**config.mk**
```make
export PLATFORM = sky130hd
export DESIGN_NAME = fifo_free_list_handle_allocator
export DESIGN_NICKNAME = d
export VERILOG_FILES = /design/src/rtl/ffla_pkg.sv /design/src/rtl/ffla_ctrl.sv /design/src/rtl/ffla_dp.sv /design/src/rtl/fifo_free_list_handle_allocator.sv
export SDC_FILE = /design/constraint.sdc
export NUM_CORES = 2
export LEC_CHECK = 0
export BUFFER_PORTS_ARGS = -buffer_cell sky130_fd_sc_hd__buf_4
export CELL_PAD_IN_SITES_DETAIL_PLACEMENT = 0
export CELL_PAD_IN_SITES_GLOBAL_PLACEMENT = 1
export CORE_ASPECT_RATIO = 1.1
export CORE_MARGIN = 8
export CORE_UTILIZATION = 40
export DETAILED_ROUTE_END_ITERATION = 7
export GPL_TIMING_DRIVEN = 0
export PLACE_DENSITY_LB_ADDON = 0.1
export SLEW_MARGIN = 0
export SYNTH_ARGS = -nofsm -noshare
export SYNTH_HDL_FRONTEND = slang
export SYNTH_SLANG_ARGS = --single-unit
```
**constraint.sdc**
```tcl
create_clock -name clk -period 6.15 [get_ports clk]
set_input_delay 0.3075 -clock clk [delete_from_list [all_inputs] [get_ports clk]]
set_output_delay 0.3075 -clock clk [all_outputs]
set_load 0.05 [all_outputs]
```
**src/rtl/ffla_pkg.sv**
```systemverilog
// shared constants, codes and control types for the handle allocator
package ffla_pkg;

  localparam int POOL_SIZE   = 256;
  localparam int HANDLE_W    = 8;
  localparam int PTR_W       = $clog2(POOL_SIZE);
  localparam int CNT_W       = PTR_W + 1;
  localparam int CMD_W       = 2;
  localparam int STATUS_W    = 2;
  localparam int IN_DATA_W   = 16;
  localparam int OUT_DATA_W  = 16;

  typedef enum logic [CMD_W-1:0] {
    CMD_ALLOC = 2'd0,
    CMD_TRY   = 2'd1,
    CMD_FREE  = 2'd2
  } cmd_t;

  typedef enum logic [STATUS_W-1:0] {
    ST_OK         = 2'd0,
    ST_NONE_FREED = 2'd1,
    ST_BAD_FREE   = 2'd2,
    ST_EXHAUSTED  = 2'd3
  } status_t;

  // controller to datapath
  typedef struct packed {
    logic accept;  // latch request word and read queue head
    logic commit;  // apply state update and load result register
  } dp_cmd_t;

  // datapath to controller
  typedef struct packed {
    logic busy_free;  // latched request is a deallocate
  } dp_stat_t;

endpackage

```
**src/rtl/ffla_ctrl.sv**
```systemverilog
// sequencer for the handle allocator: request handshake, commit timing, result valid
module ffla_ctrl (
  input  logic              clk,
  input  logic              rst_n,
  input  logic              in_tvalid,
  output logic              in_tready,
  output logic              out_tvalid,
  input  logic              out_tready,
  output ffla_pkg::dp_cmd_t dp_cmd,
  input  ffla_pkg::dp_stat_t dp_stat
);
  import ffla_pkg::*;

  typedef enum logic {
    S_IDLE,
    S_EXEC
  } state_t;

  state_t state_r, state_nxt;
  logic   out_valid_r, out_valid_nxt;
  logic   slot_free;
  logic   free_cnt_r, free_cnt_nxt;

  assign in_tready  = (state_r == S_IDLE);
  assign out_tvalid = out_valid_r;
  assign slot_free  = !out_valid_r || out_tready;

  assign dp_cmd.accept = in_tvalid && (state_r == S_IDLE);
  assign dp_cmd.commit = (state_r == S_EXEC) && slot_free;

  always_comb begin
    state_nxt     = state_r;
    out_valid_nxt = out_valid_r;
    free_cnt_nxt  = free_cnt_r;
    if (out_valid_r && out_tready) begin
      out_valid_nxt = 1'b0;
    end
    case (state_r)
      S_IDLE: begin
        if (in_tvalid) begin
          state_nxt = S_EXEC;
        end
      end
      S_EXEC: begin
        if (slot_free) begin
          state_nxt     = S_IDLE;
          out_valid_nxt = 1'b1;
          // tracks whether the last committed word was a deallocate
          free_cnt_nxt  = dp_stat.busy_free;
        end
      end
      default: state_nxt = S_IDLE;
    endcase
  end

  always_ff @(posedge clk) begin
    if (!rst_n) begin
      state_r     <= S_IDLE;
      out_valid_r <= 1'b0;
      free_cnt_r  <= 1'b0;
    end else begin
      state_r     <= state_nxt;
      out_valid_r <= out_valid_nxt;
      free_cnt_r  <= free_cnt_nxt;
    end
  end

endmodule

```
**src/rtl/ffla_dp.sv**
```systemverilog
// datapath for the handle allocator: bitmap, freed-handle queue, counters, result register
module ffla_dp (
  input  logic                              clk,
  input  logic                              rst_n,
  input  ffla_pkg::dp_cmd_t                 dp_cmd,
  output ffla_pkg::dp_stat_t                dp_stat,
  input  logic [ffla_pkg::CMD_W-1:0]        in_command,
  input  logic [ffla_pkg::HANDLE_W-1:0]     in_handle,
  output logic [ffla_pkg::HANDLE_W-1:0]     out_handle,
  output logic [ffla_pkg::STATUS_W-1:0]     out_status
);
  import ffla_pkg::*;

  logic [POOL_SIZE-1:0] alloc_map_r;
  logic [HANDLE_W-1:0]  queue_mem [POOL_SIZE];
  logic [HANDLE_W-1:0]  head_data_r;

  logic [PTR_W-1:0]     head_r, head_nxt;
  logic [PTR_W-1:0]     tail_r, tail_nxt;
  logic [CNT_W-1:0]     qcount_r, qcount_nxt;
  logic [CNT_W-1:0]     fresh_r, fresh_nxt;

  logic [CMD_W-1:0]     cmd_r;
  logic [HANDLE_W-1:0]  hin_r;
  logic                 hin_held_r;
  logic [HANDLE_W-1:0]  hout_r, hout_nxt;
  status_t              status_r, status_nxt;

  logic                 map_we;
  logic [PTR_W-1:0]     map_addr;
  logic                 map_val;
  logic                 q_we;
  logic                 q_nonempty;
  logic                 fresh_left;

  assign q_nonempty = (qcount_r != '0);
  assign fresh_left = (fresh_r != CNT_W'(POOL_SIZE));
  assign dp_stat.busy_free = (cmd_r == CMD_FREE);

  always_comb begin
    head_nxt   = head_r;
    tail_nxt   = tail_r;
    qcount_nxt = qcount_r;
    fresh_nxt  = fresh_r;
    hout_nxt   = '0;
    status_nxt = ST_OK;
    map_we     = 1'b0;
    map_addr   = hin_r[PTR_W-1:0];
    map_val    = 1'b0;
    q_we       = 1'b0;
    case (cmd_r)
      CMD_ALLOC, CMD_TRY: begin
        if (q_nonempty) begin
          // reuse the oldest freed handle
          hout_nxt   = head_data_r;
          head_nxt   = head_r + 1'b1;
          qcount_nxt = qcount_r - 1'b1;
          map_we     = 1'b1;
          map_addr   = head_data_r[PTR_W-1:0];
          map_val    = 1'b1;
        end else if (cmd_r == CMD_TRY) begin
          status_nxt = ST_NONE_FREED;
        end else if (fresh_left) begin
          hout_nxt  = fresh_r[HANDLE_W-1:0];
          fresh_nxt = fresh_r + 1'b1;
          map_we    = 1'b1;
          map_addr  = fresh_r[PTR_W-1:0];
          map_val   = 1'b1;
        end else begin
          status_nxt = ST_EXHAUSTED;
        end
      end
      CMD_FREE: begin
        if (hin_held_r) begin
          map_we     = 1'b1;
          q_we       = 1'b1;
          tail_nxt   = tail_r + 1'b1;
          qcount_nxt = qcount_r + 1'b1;
        end else begin
          status_nxt = ST_BAD_FREE;
        end
      end
      default: begin
        status_nxt = ST_OK;
      end
    endcase
  end

  // control state
  always_ff @(posedge clk) begin
    if (!rst_n) begin
      alloc_map_r <= '0;
      head_r      <= '0;
      tail_r      <= '0;
      qcount_r    <= '0;
      fresh_r     <= '0;
    end else if (dp_cmd.commit) begin
      if (map_we) begin
        alloc_map_r[map_addr] <= map_val;
      end
      head_r   <= head_nxt;
      tail_r   <= tail_nxt;
      qcount_r <= qcount_nxt;
      fresh_r  <= fresh_nxt;
    end
  end

  // request word and result word, allocated bit of the handle read with the request
  always_ff @(posedge clk) begin
    if (dp_cmd.accept) begin
      cmd_r      <= in_command;
      hin_r      <= in_handle;
      hin_held_r <= alloc_map_r[in_handle[PTR_W-1:0]];
    end
    if (dp_cmd.commit) begin
      hout_r   <= hout_nxt;
      status_r <= status_nxt;
    end
  end

  // freed-handle queue memory, head read issued with the request
  always_ff @(posedge clk) begin
    if (dp_cmd.commit && q_we) begin
      queue_mem[tail_r] <= hin_r;
    end
    if (dp_cmd.accept) begin
      head_data_r <= queue_mem[head_r];
    end
  end

  assign out_handle = hout_r;
  assign out_status = status_r;

endmodule

```
**src/rtl/fifo_free_list_handle_allocator.sv**
```systemverilog
// top level of the fifo free-list handle allocator
// Grants handles 0..255 from a fixed pool of 256. Allocate (command 0) reuses the oldest freed
// handle, otherwise the next never-used one, and reports pool exhausted when neither is left;
// try allocate (command 1) only reuses freed handles; deallocate (command 2) returns a held
// handle to the freed queue and rejects any other handle without changing state. Each request
// word first makes the registered reads of the freed-queue head and of the handle's allocated
// bit, then updates the bitmap, queue pointers and counters and loads the result register.
// A new request is taken while the previous result still waits on the output side; a stalled
// output holds the update step. All state is ready right after reset.
module fifo_free_list_handle_allocator (
  input  logic                                 clk,
  input  logic                                 rst_n,
  input  logic                                 in_tvalid,
  output logic                                 in_tready,
  input  logic [ffla_pkg::IN_DATA_W-1:0]       in_tdata,   // command[1:0], handle_in[9:2]
  output logic                                 out_tvalid,
  input  logic                                 out_tready,
  output logic [ffla_pkg::OUT_DATA_W-1:0]      out_tdata   // handle_out[7:0], status[9:8]
);
  import ffla_pkg::*;

  dp_cmd_t              dp_cmd;
  dp_stat_t             dp_stat;
  logic [HANDLE_W-1:0]  out_handle;
  logic [STATUS_W-1:0]  out_status;

  ffla_ctrl u_ctrl (
    .clk        (clk),
    .rst_n      (rst_n),
    .in_tvalid  (in_tvalid),
    .in_tready  (in_tready),
    .out_tvalid (out_tvalid),
    .out_tready (out_tready),
    .dp_cmd     (dp_cmd),
    .dp_stat    (dp_stat)
  );

  ffla_dp u_dp (
    .clk        (clk),
    .rst_n      (rst_n),
    .dp_cmd     (dp_cmd),
    .dp_stat    (dp_stat),
    .in_command (in_tdata[CMD_W-1:0]),
    .in_handle  (in_tdata[CMD_W+HANDLE_W-1:CMD_W]),
    .out_handle (out_handle),
    .out_status (out_status)
  );

  assign out_tdata = {{(OUT_DATA_W-HANDLE_W-STATUS_W){1'b0}}, out_status, out_handle};

  // one request in flight at a time
  a_one_in_flight: assert property (@(posedge clk) disable iff (!rst_n)
    in_tvalid && in_tready |=> !in_tready)
    else $error("request taken while previous one still executing");

  // failures never grant a handle
  a_fail_zero_handle: assert property (@(posedge clk) disable iff (!rst_n)
    out_tvalid && (out_tdata[HANDLE_W+STATUS_W-1:HANDLE_W] != ST_OK) |->
      (out_tdata[HANDLE_W-1:0] == '0))
    else $error("failed request carries a nonzero handle");

  // a new result only follows an executing request
  a_result_source: assert property (@(posedge clk) disable iff (!rst_n)
    dp_cmd.commit |-> !in_tready && !(out_tvalid && !out_tready))
    else $error("result committed outside execute or into a full output register");

endmodule

```
==> run_results.csv <==
group,metric,value,unit
cts,cts-root-to-sink-buffers,3,
sta,final-max-slew-violation-count,82,
min_path,min-delay-path-class,"in -> reg",
logic_synthesis,synthesis.instances,5259,
floorplan,top_level_ports,38,
run_status,outcome,"finished with violations",
critical_path,crit_path_max_fanout,10,
critical_path,worst_r2r_startpoint,"u_dp.head_r[2]$_SDFFE_PN0P_",
critical_path,cp-end-kind,"flop",
placed_design,final_weighted_congestion_of_routability_driven_global_placement,1.02,
logic_synthesis,ys_ff_latch,2369,
min_path,worst_hold_startpoint,"in_tdata[6]",
cts,clk_pin_slew_worst_setup_hold_paths,0.06,ns
sta,finalClockSkew,0.0880,ns
cts,root_buffer,"clkbuf_16",
detailed_routing,drt-pass1-iter-count,6,
cells_and_area,share_of_cells_above_drive_strength_1,0.221,
floorplan,die_height,526,µm
detailed_routing,wl_per_cell,46.5,µm
detailed_routing,via_count,59400,
pwr,p_per_area,315,nW/µm²
logic_synthesis,synth_warnings,0,
logic_synthesis,synthTopCellsByArea,"edfxtp_1, mux4_2, dfxtp_1, mux2i_1, o211ai_1",
sta,timing_hold_violations_final,0,
detailed_routing,drcViolationCount,0,
cells_and_area,area_growth,16.3,%
critical_path,cp.required,6.59,ns
critical_path,timing_worst_setup_path_type,"reg -> reg",
global_routing,grt_use_total,0.322,
critical_path,first_element_of_the_critical_path,"u_dp.head_r[2]$_SDFFE_PN0P_",
detailed_routing,postRouteWirelength,418,mm
sta,max_clock_freq,0.156,GHz
logic_synthesis,synthDominantAreaCellType,"edfxtp_1",
pwr,power.leakage,0.0340,µW
logic_synthesis,synth-main-ff-cell,"edfxtp_1",
logic_synthesis,synth.top_cell.area_share,0.658,
sta,timing.max_slew.rel_slack,-0.0493,
global_routing,via_count_of_the_first_global_routing_pass,56200,
job,drv_cap,8,
cts,clkSinkCount,2369,
logic_synthesis,synth_area_per_cell,18.0,µm²
global_routing,global_route.overflow_total,0,
placed_design,buffer_ports.inserted,24,
floorplan,die_width,480,µm
global_routing,grt_max_degree,35,
logic_synthesis,count_of_flip_flops_with_a_built_in_enable_after_synthesis,2077,
global_routing,first_pass_grt_wire_length,543,mm
cts,tritoncts_clock_tree,"built",
cts,worst_skew_pair.late_latency,0.94,ns
logic_synthesis,post_synth_cell_types,81,
detailed_routing,drt-initial-drc-count,9253,
sta,grt_setup_unrepaired,"no",
logic_synthesis,seq_area_frac_synth,0.720,
floorplan,rows,187,
placed_design,hpwl,284,mm
logic_synthesis,synthArstFlopShare,0,
logic_synthesis,mappedNetlistArea,94800,µm²
critical_path,critical_path_arrival,6.84,ns
detailed_routing,ant_nets,0,
floorplan,die_area,253000,µm²
cts,cts_bufs_inserted,240,
global_routing,antenna_found_initial,33,
sta,worst_path_setup_slack_after_routing,-0.243,ns
run_status,failing_checks,"capacitance limit, slew limit, setup timing",
placed_design,detailedPlace.worstSlack,-0.902,ns
critical_path,start_kind,"flop",
sta,period_share,1.04,
cells_and_area,finish.net_count,5697,
sta,setup-violations-final,7,
cts,cts-htree-levels,4,
floorplan,floorplan.core_area,236000,µm²
detailed_routing,vias_per_cell,6.59,
floorplan,floorplan.initialDensity,0.402,
pwr,p_total,34800,µW
sta,tightestPinTransition,1.57,ns
cts,setup_fix_buffers_added_after_clock_tree_synthesis,0,
pwr,max-vdd-ir-drop,292,µV
sta,finalWorstPathRequiredPeriod,6.39,ns
## critical path, cell delays in order (launching register included)
cell,delay (ns)
dfxtp_1,0.52
buf_1,0.86
buf_2,0.69
buf_2,0.74
clkbuf_2,0.84
clkbuf_2,0.67
o21ai_0,0.32
o211ai_1,0.51
o221ai_1,0.68
## worst paths after layout
kind | cells past startpoint | slack, ns | end
setup / recovery | 8 | -0.24 | u_dp.head_data_r[4]$_DFFE_PP_
hold / removal | 2 | 0.15 | u_dp.hin_r[4]$_DFFE_PP_
setup reg to reg | 8 | -0.24 | u_dp.head_data_r[4]$_DFFE_PP_
hold reg to reg | 2 | 0.46 | u_dp.alloc_map_r[94]$_SDFFE_PN0P_
## per-layer routing
metal,track usage,share of wire,up-vias
li1,-,-,22500
met1,0.406,0.37,31800
met2,0.503,0.46,4049
met3,0.0718,0.097,984
met4,0.212,0.081,8
met5,0,0.00014,-
## cells by family (layout without fill, tap and decap cells)
family,count (synthesis),in the layout,share of synthesized area
DFF,2369,2369,0.720
AOI/OAI and AO/OA,880,880,0.0680
muxes,789,789,0.150
and+or+nand+nor,746,746,0.0377
buffers and inverters,434,1042,0.0204
xor gates and xnor gates,25,25,0.00231
adders and majority gates,15,15,0.00206
other,1,21,0.0000396
## synth_stat cells, drive strengths merged (6+ instances only)
cell / count
a2111oi: 11
a211oi: 32
a21boi: 6
a21oi: 70
a221oi: 27
a22o: 15
a22oi: 66
a31oi: 11
and2: 30
and3: 11
buf: 199
clkbuf: 218
dfxtp: 292
edfxtp: 2077
ha: 14
inv: 16
mux2: 10
mux2i: 278
mux4: 501
nand2: 161
nand2b: 17
nand3: 42
nand3b: 7
nand4: 41
nor2: 303
nor2b: 33
nor3: 36
nor4: 35
o211ai: 235
o21ai: 52
o221ai: 23
o22ai: 56
o31ai: 232
or3: 6
xnor2: 16
xor2: 9
## cell usage in the layout (no fill, tap or decap), types with 17 or more instances in the layout
| cell | count |
|---|---|
| bufinv_16 | 25 |
| buf_12 | 17 |
| nor2_1 | 300 |
| nand3_1 | 41 |
| a21oi_1 | 68 |
| clkinv_1 | 52 |
| nor3_1 | 33 |
| clkbuf_1 | 218 |
| a221oi_1 | 26 |
| dfxtp_1 | 292 |
| nand2b_1 | 17 |
| edfxtp_1 | 2077 |
| nand4_1 | 30 |
| a211oi_1 | 29 |
| o22ai_1 | 56 |
| and2_1 | 29 |
| buf_4 | 69 |
| nor4_1 | 34 |
| nand2_1 | 161 |
| buf_16 | 89 |
| o211ai_1 | 235 |
| mux4_2 | 501 |
| mux2i_1 | 277 |
| o21ai_0 | 50 |
| o221ai_1 | 23 |
| clkbuf_2 | 64 |
| nor2b_1 | 31 |
| clkinv_2 | 29 |
| a22oi_1 | 66 |
| o31ai_1 | 231 |
| buf_2 | 144 |
| clkbuf_16 | 241 |
## registers in the layout, indices dropped and copies added, names as in the netlist, 9 cells and up
register / count
u_dp.alloc_map_r: 256
u_dp.fresh_r: 9
u_dp.qcount_r: 9
u_dp.queue_mem: 2048
## through the flow
stage	cells	hold WS, ns	util	area (µm²)	TNS [ns]
floorplan	5264	0.406	-	94800	0
global placement	8406	0.445	0.419	98900	-5440.88
detailed placement	8526	0.451	0.432	102000	-3.17
CTS	8990	0.107	0.467	110000	0
global route	8991	0.149	0.467	110000	0
finish	9005	0.151	0.467	110000	-0.939
## report_power, final
part / switching (µW) / internal, µW / leakage (µW) / total, µW
Sequential: 32.0 / 17500 / 0.0210 / 17500
Clock: 6590 / 8460 / 0.00384 / 15100
Combinational: 1510 / 668 / 0.00914 / 2170
## cell type report
type                       instances  area (µm²)
antenna                           15        37.5
sequential                      2369       68200
clock inverter                   131        1480
multi-input combinational       2461       24700
timing repair buffer             157        3270
clock buffer                     321        6480
inverter                          17        63.8
buffer                           416        2020
fill                           20100      126000
tap                             3118        3900
## repair_timing
action                                  CTS  global route
hold buffers                             13             0
endpoints found under the setup margin    8             1
cloned                                    0             0
gates resized for setup                  27             1
endpoints found under the hold margin    22             0
No activity file was read; power rests on OpenSTA's default activity.
